**src/ray_triangle_intersect_core_macros.svh**
```systemverilog
// Assertion macros shared by the ray/triangle intersection core.
`ifndef RAY_TRIANGLE_INTERSECT_CORE_MACROS_SVH
`define RAY_TRIANGLE_INTERSECT_CORE_MACROS_SVH

// Implication checked on every clock edge outside reset.
`define RTI_ASSERT(lbl, prop, msg) \
  lbl: assert property (@(posedge clk_i) disable iff (!rst_ni) prop) else $error(msg);

// Condition in one cycle implies a property in the next.
`define RTI_ASSERT_NEXT(lbl, cond, nxt, msg) \
  lbl: assert property (@(posedge clk_i) disable iff (!rst_ni) (cond) |=> (nxt)) \
    else $error(msg);

`endif

```
**src/rti_pkg.sv**
```systemverilog
// Package: shared constants, register codes and sideband types.
package rti_pkg;

  localparam int TOL_W = 16;
  localparam int MUL_LIMB = 32;
  localparam int QD = 2;
  localparam int QAW = $clog2(QD);
  localparam int CFG_IDX_W = 3;

  typedef enum logic [CFG_IDX_W-1:0] {
    CFG_ORIGIN_X  = 3'd0,
    CFG_ORIGIN_Y  = 3'd1,
    CFG_ORIGIN_Z  = 3'd2,
    CFG_DIR_X     = 3'd3,
    CFG_DIR_Y     = 3'd4,
    CFG_DIR_Z     = 3'd5,
    CFG_TOLERANCE = 3'd6
  } cfg_idx_e;

  typedef struct packed {
    logic miss;
    logic neg;
    logic ovf;
  } div_tag_t;

endpackage

```
**src/rti_intf.sv**
```systemverilog
// Interfaces: triangle input channel and intersection result channel.
interface rti_tri_if #(
  parameter int CW = 32
);
  logic valid;
  logic ready;
  logic signed [CW-1:0] vert_a_x;
  logic signed [CW-1:0] vert_a_y;
  logic signed [CW-1:0] vert_a_z;
  logic signed [CW-1:0] vert_b_x;
  logic signed [CW-1:0] vert_b_y;
  logic signed [CW-1:0] vert_b_z;
  logic signed [CW-1:0] vert_c_x;
  logic signed [CW-1:0] vert_c_y;
  logic signed [CW-1:0] vert_c_z;

  modport source (
    output valid, vert_a_x, vert_a_y, vert_a_z, vert_b_x, vert_b_y, vert_b_z,
    vert_c_x, vert_c_y, vert_c_z,
    input ready
  );
  modport sink (
    input valid, vert_a_x, vert_a_y, vert_a_z, vert_b_x, vert_b_y, vert_b_z,
    vert_c_x, vert_c_y, vert_c_z,
    output ready
  );
endinterface


```
**src/rti_front.sv**
```systemverilog
// Front end: take triangles, form edges and origin offset, hold them in a short queue.
module rti_front #(
  parameter int CW = 32
) (
  input  logic                clk_i,
  input  logic                rst_ni,
  rti_tri_if.sink             tri_i,
  input  logic signed [CW-1:0] origin_x_i,
  input  logic signed [CW-1:0] origin_y_i,
  input  logic signed [CW-1:0] origin_z_i,
  output logic                q_valid_o,
  input  logic                q_pop_i,
  output logic signed [CW:0]  e1_o [3],
  output logic signed [CW:0]  e2_o [3],
  output logic signed [CW:0]  s_o [3]
);
  import rti_pkg::*;

  localparam int EW = CW + 1;
  localparam int ENT_W = 9 * EW;

  logic [ENT_W-1:0] mem_q [QD];
  logic [QAW-1:0]   wr_ptr_q;
  logic [QAW-1:0]   rd_ptr_q;
  logic [QAW:0]     cnt_q;
  logic [QAW:0]     cnt_d;
  logic             push;
  logic [ENT_W-1:0] ent_d;
  logic [ENT_W-1:0] ent;
  logic signed [EW-1:0] va [3];
  logic signed [EW-1:0] vb [3];
  logic signed [EW-1:0] vc [3];
  logic signed [EW-1:0] org [3];

  always_comb begin
    va[0]  = EW'(tri_i.vert_a_x);
    va[1]  = EW'(tri_i.vert_a_y);
    va[2]  = EW'(tri_i.vert_a_z);
    vb[0]  = EW'(tri_i.vert_b_x);
    vb[1]  = EW'(tri_i.vert_b_y);
    vb[2]  = EW'(tri_i.vert_b_z);
    vc[0]  = EW'(tri_i.vert_c_x);
    vc[1]  = EW'(tri_i.vert_c_y);
    vc[2]  = EW'(tri_i.vert_c_z);
    org[0] = EW'(origin_x_i);
    org[1] = EW'(origin_y_i);
    org[2] = EW'(origin_z_i);
    for (int i = 0; i < 3; i++) begin
      ent_d[i*EW +: EW]     = vb[i] - va[i];
      ent_d[(3+i)*EW +: EW] = vc[i] - va[i];
      ent_d[(6+i)*EW +: EW] = org[i] - va[i];
    end
  end

  assign tri_i.ready = (cnt_q != (QAW+1)'(QD));
  assign push = tri_i.valid && tri_i.ready;
  assign cnt_d = cnt_q + (QAW+1)'(push) - (QAW+1)'(q_pop_i);

  always_ff @(posedge clk_i) begin
    if (push) begin
      mem_q[wr_ptr_q] <= ent_d;
    end
  end

  always_ff @(posedge clk_i or negedge rst_ni) begin
    if (!rst_ni) begin
      wr_ptr_q <= '0;
      rd_ptr_q <= '0;
      cnt_q    <= '0;
    end else begin
      if (push) begin
        wr_ptr_q <= wr_ptr_q + 1'b1;
      end
      if (q_pop_i) begin
        rd_ptr_q <= rd_ptr_q + 1'b1;
      end
      cnt_q <= cnt_d;
    end
  end

  assign q_valid_o = (cnt_q != '0);
  assign ent = mem_q[rd_ptr_q];

  always_comb begin
    for (int i = 0; i < 3; i++) begin
      e1_o[i] = $signed(ent[i*EW +: EW]);
      e2_o[i] = $signed(ent[(3+i)*EW +: EW]);
      s_o[i]  = $signed(ent[(6+i)*EW +: EW]);
    end
  end

endmodule

```
**src/flat_wrapper.sv**
```systemverilog
// flat-port wrapper written by rule: the top's interface ports become plain ports
module rti_front_flat import rti_pkg::*;
#(
  parameter int CW = 32
)
  (clk_i, rst_ni, origin_x_i, origin_y_i, origin_z_i, q_valid_o, q_pop_i, e1_o, e2_o, s_o, tri_i_valid, tri_i_vert_a_x, tri_i_vert_a_y, tri_i_vert_a_z, tri_i_vert_b_x, tri_i_vert_b_y, tri_i_vert_b_z, tri_i_vert_c_x, tri_i_vert_c_y, tri_i_vert_c_z, tri_i_ready);
  rti_tri_if #(.CW(CW)) tri_i_i ();
  input  logic clk_i;
  input  logic rst_ni;
  input  logic signed [CW-1:0] origin_x_i;
  input  logic signed [CW-1:0] origin_y_i;
  input  logic signed [CW-1:0] origin_z_i;
  output logic q_valid_o;
  input  logic q_pop_i;
  output logic signed [CW:0] e1_o[3];
  output logic signed [CW:0] e2_o[3];
  output logic signed [CW:0] s_o[3];
  input wire logic [$bits(tri_i_i.valid)-1:0] tri_i_valid;
  input wire logic [$bits(tri_i_i.vert_a_x)-1:0] tri_i_vert_a_x;
  input wire logic [$bits(tri_i_i.vert_a_y)-1:0] tri_i_vert_a_y;
  input wire logic [$bits(tri_i_i.vert_a_z)-1:0] tri_i_vert_a_z;
  input wire logic [$bits(tri_i_i.vert_b_x)-1:0] tri_i_vert_b_x;
  input wire logic [$bits(tri_i_i.vert_b_y)-1:0] tri_i_vert_b_y;
  input wire logic [$bits(tri_i_i.vert_b_z)-1:0] tri_i_vert_b_z;
  input wire logic [$bits(tri_i_i.vert_c_x)-1:0] tri_i_vert_c_x;
  input wire logic [$bits(tri_i_i.vert_c_y)-1:0] tri_i_vert_c_y;
  input wire logic [$bits(tri_i_i.vert_c_z)-1:0] tri_i_vert_c_z;
  output wire logic [$bits(tri_i_i.ready)-1:0] tri_i_ready;
  assign tri_i_i.valid = tri_i_valid;
  assign tri_i_i.vert_a_x = tri_i_vert_a_x;
  assign tri_i_i.vert_a_y = tri_i_vert_a_y;
  assign tri_i_i.vert_a_z = tri_i_vert_a_z;
  assign tri_i_i.vert_b_x = tri_i_vert_b_x;
  assign tri_i_i.vert_b_y = tri_i_vert_b_y;
  assign tri_i_i.vert_b_z = tri_i_vert_b_z;
  assign tri_i_i.vert_c_x = tri_i_vert_c_x;
  assign tri_i_i.vert_c_y = tri_i_vert_c_y;
  assign tri_i_i.vert_c_z = tri_i_vert_c_z;
  assign tri_i_ready = tri_i_i.ready;
  rti_front #(.CW(CW)) u_core (.clk_i(clk_i), .rst_ni(rst_ni), .tri_i(tri_i_i), .origin_x_i(origin_x_i), .origin_y_i(origin_y_i), .origin_z_i(origin_z_i), .q_valid_o(q_valid_o), .q_pop_i(q_pop_i), .e1_o(e1_o), .e2_o(e2_o), .s_o(s_o));
endmodule
```
**config.mk**
```make
export PLATFORM = sky130hd
export DESIGN_NAME = rti_front_flat
export DESIGN_NICKNAME = d
export VERILOG_FILES = /design/src/ray_triangle_intersect_core_macros.svh /design/src/rti_pkg.sv /design/src/rti_intf.sv /design/src/rti_front.sv /design/src/flat_wrapper.sv
export SDC_FILE = /design/constraint.sdc
export NUM_CORES = 1
export LEC_CHECK = 0
export BUFFER_PORTS_ARGS = -buffer_cell sky130_fd_sc_hd__buf_2
export CAP_MARGIN = 25
export CORE_AREA = 10 10 283 285
export DETAILED_ROUTE_END_ITERATION = 10
export DIE_AREA = 0 0 293 295
export PLACE_DENSITY = 0.79
export SLEW_MARGIN = 10
export SYNTH_ARGS = -nofsm -noshare
export SYNTH_HDL_FRONTEND = slang
export SYNTH_SLANG_ARGS = --single-unit
```
**constraint.sdc**
```tcl
create_clock -name clk_i -period 21.7 [get_ports clk_i]
set_input_delay 4.34 -clock clk_i [delete_from_list [all_inputs] [get_ports clk_i]]
set_output_delay 4.34 -clock clk_i [all_outputs]
set_load 0.01 [all_outputs]
```
==> flow_summary.yaml, run 1 <==
timing:
  max_clock_freq_ghz: 0.122
  finalHoldViolations: 0
  slew_headroom: 0.321
  rsz0062_at_grt: "no"
  final_max_slew_viol_count: 0
  worst_slew_pin_slew_ns: 1.02
  fin_hold_ws_ns: 0.564
  finalSetupTns_ns: 0
  fin_skew_ns: 0.0276
  final-setup-viol-count: 0
  setup_slack_ns: 13.50
  min_period_over_period: 0.378
  min_period_ns: 8.20
pwr:
  p_leak_nw: 18.3
  power_mw: 4.66
  vdd_drop_max_uv: 74.5
  powerDensity_nw_per_um2: 107
synthesis:
  synth_most_common_cell: "edfxtp_1"
  synth_top_area_share: 0.486
  syn_area_per_cell_sq_um: 11.6
  syn_inst: 3163
  seq_area_frac_synth: 0.488
  ys_seq_elements: 598
  synth-edff-count: 594
  yosysWarnings: 0
  yosys-top-cells-count: "edfxtp_1 (594), mux2_2 (299), ha_1 (290), a21oi_1 (240), inv_1 (208)"
  synth_top_cell_by_area: "edfxtp_1"
  synth-async-reset-ratio: 0.00669
  synth_area_sq_um: 36700
  netlist-cell-type-count: 90
  ys.flop_type: "edfxtp_1"
  synthTopCellsByArea: "edfxtp_1 (49%), ha_1 (9.9%), mux2_2 (9.2%), xnor2_1 (4.0%), a21oi_1 (3.3%)"
  syn_nets: 3850
critical_path:
  timing.critical_path.max_delay_family: "buffers and inverters"
  setup.worst_path.start: "u_core.rd_ptr_q$_DFFE_PN0P_"
  crit_end: "e1_o[43]"
  criticalPathCategory: "flip-flop to output pin"
  r2r_cells: 5
  r2r_slack_ns: 17.40
  worstPathMaxFanout: 75
  cpPeakStageDelay_ns: 1.03
  critical_path_required_ns: 17.36
  cp_slowest_cell: "dfrtp_4"
  crit_path_start_kind: "flip-flop"
  crit_cells: 5
  crit_chain: "buf_4, buf_16, buf_4, mux2_2, buf_2"
  r2r-end: "u_core.mem_q[1][233]$_DFFE_PP_"
  cp_data_arrival_time_ns: 3.86
  timing.rr.start: "u_core.cnt_q[1]$_DFF_PN0_"
  crit_buf_inv: 4
  end_kind: "output pin"
  cp_common_cell: "buf_4"
final_layout:
  utilization: 0.586
  stdcell_area_sq_um: 43500
  instances_no_fill: 4897
  drive_gt1_frac: 0.291
  area_growth_pct: 18.3
  nets: 4553
  fillCellCount: 6105
clocking:
  cts.hold.buffers_added: 0
  cts_sinks: 598
  post_cts_buffers: 0
  cts_resized: 0
  numCtsBuffers: 69
  clockBufferDepth: 3
  clockRootBuffer: "clkbuf_16"
  clk_latency_ns: 0.62
  tritoncts: "done"
  clkTransAtPathRegs_ns: 0.05
  htree_levels: 3
detailed_routing:
  drtIter0Drc: 2492
  vias: 28748
  drtAntennaViolNets: 0
  viasPerCell: 5.87
  avgRoutedWirePerCell_um: 23.6
  dr.pass1.iters: 8
  totalWireLength_um: 116000
  drc_errors: 0
place:
  dp_cells: 4763
  placed_cell_area_sq_um: 41200
  gp_congestion: 0.969
  preCtsSetupSlack_ns: 13.45
  dpl.hpwl_um: 90200
  port_buffers: 686
global_route:
  grt_max_degree: 76
  grt_pass1_vias: 28542
  grt.overflow.total: 0
  antenna_found_initial: 22
  grt_usage: 0.253
  grt_pass1_wl_um: 168000
min_path:
  hold_path.class: "flip-flop to flip-flop"
  min-delay-start: "u_core.wr_ptr_q$_DFFE_PN0P_"
flow_run:
  max_cap_violations: 0
floorplanning:
  core_area_sq_um: 74200
  dieHeight_um: 295
  start_util: 0.495
  die-area_sq_um: 86400
  die_width_um: 293
  row_count: 100
  io_pins: 687
status:
  status: "finished clean"
## worst register-to-register path: cells and delay by family, from the launching register on
family                 cells  cell delay [ns]
buffers and inverters      3             2.61
flip-flops                 1             0.40
AND/OR/NAND/NOR            2             0.88
## sequential cells by signal, indices dropped and copies added, names as in the netlist
register / flops
u_core.mem_q: 594
u_core.cnt_q: 2
u_core.rd_ptr_q: 1
u_core.wr_ptr_q: 1
## cells by family (layout without fill, tap and decap cells)
| family | count (synthesis) | count (layout) | share of synthesized area |
|---|---|---|---|
| flops | 598 | 598 | 0.488 |
| other cells | 0 | 12 | 0 |
| compound gates | 792 | 792 | 0.144 |
| buf+inv | 276 | 1029 | 0.0293 |
| mux | 303 | 303 | 0.0927 |
| xor+xnor | 234 | 234 | 0.0558 |
| fa+ha+maj | 299 | 299 | 0.104 |
| simple gates | 661 | 661 | 0.0867 |
## power by group
part | internal, mW | switching, mW | total [mW]
logic | 0.703 | 1.04 | 1.74
clock network | 0.662 | 0.486 | 1.15
registers | 1.68 | 0.0992 | 1.78
total | 3.04 | 1.62 | 4.66
## metal layers
metal,GRT usage,part of all wire,vias up,wire length [um]
li1,-,-,13345,-
met4,0.108,0.040,20,4640
met5,0,0.0012,-,139
met1,0.298,0.38,13765,44100
met3,0.0669,0.091,274,10500
met2,0.433,0.49,1344,56100
## worst min path at each step
stage                                        to  depth (start not counted)
floorplan           u_core.wr_ptr_q$_DFFE_PN0P_                          1
global placement    u_core.wr_ptr_q$_DFFE_PN0P_                          1
detailed placement  u_core.wr_ptr_q$_DFFE_PN0P_                          1
CTS                 u_core.wr_ptr_q$_DFFE_PN0P_                          1
global route        u_core.wr_ptr_q$_DFFE_PN0P_                          1
finish              u_core.wr_ptr_q$_DFFE_PN0P_                          1
## cell type report
class,instances,area (sq um),area share
clock inverters,42,404,0.00930
clock buffers,79,1810,0.0416
flip-flops and latches,598,17900,0.413
inverters,208,781,0.0180
well taps,969,1210,0.0279
repair buffers,700,3560,0.0819
diodes,12,30.0,0.000691
multi-input cells,2289,17700,0.408
## layout by cell type, fill, tap and decap left out, types with 25 or more instances in the layout
cell       synthesis  layout
o21a_1            41      41
inv_1            208     208
o211ai_1          25      25
o21ai_0          131     131
ha_1             290     290
nand3_1           63      63
a21oi_1          240     240
a21o_1           124     124
xnor2_1          168     168
nand2b_1          39      39
xor2_1            66      66
mux2_2           299     299
buf_2              0     686
nor3_1            55      55
clkbuf_16          0      71
a31oi_1           25      25
nand2_1          166     166
nor2b_1           46      46
nor2_1           175     174
edfxtp_1         594     594
and3_1            32      31
(Power assumes the default switching activity.)
==> run 2: changes to the inputs <==
--- a/config.mk
+++ b/config.mk
@@ -10,7 +10,7 @@
 export CORE_AREA = 10 10 283 285
 export DETAILED_ROUTE_END_ITERATION = 10
 export DIE_AREA = 0 0 293 295
-export PLACE_DENSITY = 0.79
+export PLACE_DENSITY = 0.82
 export SLEW_MARGIN = 10
 export SYNTH_ARGS = -nofsm -noshare
 export SYNTH_HDL_FRONTEND = slang
==> constraint.sdc (replaced) <==
create_clock -name clk_i -period 6.7 [get_ports clk_i]
set_input_delay 1.34 -clock clk_i [delete_from_list [all_inputs] [get_ports clk_i]]
set_output_delay 1.34 -clock clk_i [all_outputs]
set_load 0.01 [all_outputs]
==> flow_summary.yaml, run 2 (same netlist as run 1, synthesis figures left out) <==
pwr:
  pwr-share-seq: 0.364
  p_leak_nw: 18.4
  powerDensity_nw_per_um2: 354
  power_mw: 15.5
  p_clk_frac: 0.263
  switchingPower_mw: 5.27
  sw_frac_of_total: 0.340
  vdd_drop_max_uv: 565
  intPower_mw: 10.2
  comb_power_share: 0.373
place:
  port_buffers: 686
  dp_cells: 4759
  gp_congestion: 0.956
  preCtsSetupSlack_ns: 2.09
  placed_cell_area_sq_um: 41300
  dpl.hpwl_um: 87000
critical_path:
  crit_chain: "buf_2, inv_1, ha_1, nor2b_1, o31a_1, o41ai_2, a21oi_2, a31oi_1, o21ai_1, a211oi_1, o21ai_0, xor2_1"
  worstPathMaxFanout: 4
  crit_path_start_kind: "input pin"
  end_kind: "flip-flop"
  critical_path_required_ns: 7.01
  cp_data_arrival_time_ns: 4.38
  cpPeakStageDelay_ns: 0.56
  cp_slowest_cell: "a31oi_1"
  criticalPathCategory: "input pin to flip-flop"
detailed_routing:
  dr.pass1.iters: 6
  wl_met2_um: 55100
  dr_wl_met3_um: 10300
  wl_met1_um: 43200
  top_layer_used: "met5"
  totalWireLength_um: 113000
  drc_errors: 0
  drtIter0Drc: 2087
  avgRoutedWirePerCell_um: 23.1
  vias: 28914
  viasPerCell: 5.90
  drtAntennaViolNets: 0
global_route:
  antenna_found_initial: 21
  grt_pass1_vias: 28849
  grt_max_degree: 155
  grt.overflow.total: 0
  grt_usage: 0.250
  grt_pass1_wl_um: 168000
floorplanning:
  dieHeight_um: 295
  die_width_um: 293
  row_count: 100
  start_util: 0.495
  core_area_sq_um: 74200
  io_pins: 687
  die-area_sq_um: 86400
final_layout:
  reg_top3: "u_core.mem_q: 594 flops, u_core.cnt_q: 2 flops"
  drive_gt1_frac: 0.293
  top_register: "u_core.mem_q"
  fillCellCount: 6014
  area_growth_pct: 19.1
  final_common_cell: "buf_2"
  final_cell_mix: "buf_2 (686), edfxtp_1 (594), mux2_2 (299)"
  nets: 4549
  stdcell_area_sq_um: 43800
  instances_no_fill: 4903
  largest_reg_flops: 594
  utilization: 0.590
timing:
  final-setup-viol-count: 0
  setup_slack_ns: 2.63
  fin_skew_ns: 0.0281
  rsz0062_at_grt: "no"
  max_clock_freq_ghz: 0.245
  worst_slew_pin_slew_ns: 1.24
  final_max_slew_viol_count: 0
  finalSetupTns_ns: 0
  min_period_over_period: 0.608
  slew_headroom: 0.174
  min_period_ns: 4.07
  finalHoldViolations: 0
  fin_hold_ws_ns: 0.554
clocking:
  htree_levels: 3
  numCtsBuffers: 70
  clkTransAtPathRegs_ns: 0.06
  cts_resized: 0
  tritoncts: "done"
  cts.hold.buffers_added: 0
  clockRootBuffer: "clkbuf_16"
  post_cts_buffers: 0
  clk_latency_ns: 0.61
  cts_sinks: 598
  clockBufferDepth: 3
status:
  status: "finished clean"
flow_run:
  max_cap_violations: 0
min_path:
  hold_path.class: "input pin to async pin"
==> run 2: cell type report <==
cell class	count	area (sq um)	area share
clock inverters	48	639	0.0146
clock buffers	76	1800	0.0410
diodes	20	50.0	0.00114
well taps	969	1210	0.0277
inverters	208	781	0.0178
multi-input cells	2289	17700	0.405
repair buffers	695	3600	0.0823
flip-flops and latches	598	17900	0.410
==> run 2: worst paths after layout <==
| kind | from | end | slack, ns | cells past startpoint |
|---|---|---|---|---|
| min | rst_ni | u_core.wr_ptr_q$_DFFE_PN0P_ | 0.55 | 1 |
| min in group clk_i | u_core.wr_ptr_q$_DFFE_PN0P_ | u_core.wr_ptr_q$_DFFE_PN0P_ | 0.57 | 1 |
| max in group asynchronous | rst_ni | u_core.rd_ptr_q$_DFFE_PN0P_ | 6.01 | 1 |
| max | tri_i_vert_a_x[1] | u_core.mem_q[0][225]$_DFFE_PP_ | 2.63 | 12 |
| max reg2reg | u_core.cnt_q[1]$_DFF_PN0_ | u_core.mem_q[0][221]$_DFFE_PP_ | 4.23 | 4 |
| min reg2reg | u_core.wr_ptr_q$_DFFE_PN0P_ | u_core.wr_ptr_q$_DFFE_PN0P_ | 0.57 | 1 |
==> run 2: critical path, delay by kind of cell <==
family / cells / cell delay, ns
AND/OR/NAND/NOR: 1 / 0.14
XOR/XNOR: 1 / 0.18
adder cells (fa/ha/maj): 1 / 0.29
AO/OA/AOI/OAI: 7 / 2.19
buffers and inverters: 2 / 0.24
==> run 2: per-layer routing <==
| metal | vias up | global-route usage |
|---|---|---|
| li1 | 13358 | - |
| met1 | 13893 | 0.294 |
| met3 | 292 | 0.0645 |
| met2 | 1363 | 0.426 |
| met5 | - | 0 |
| met4 | 8 | 0.111 |
==> run 2: power by group through the flow <==
stage	clock [mW]	combinational (mW)	sequential [mW]
detailed placement	0	5.76	5.71
finish	4.08	5.78	5.65
floorplan	0	3.54	5.74
CTS	4.16	5.81	5.64
global placement	0	5.72	5.65
global route	4.30	6.18	5.72
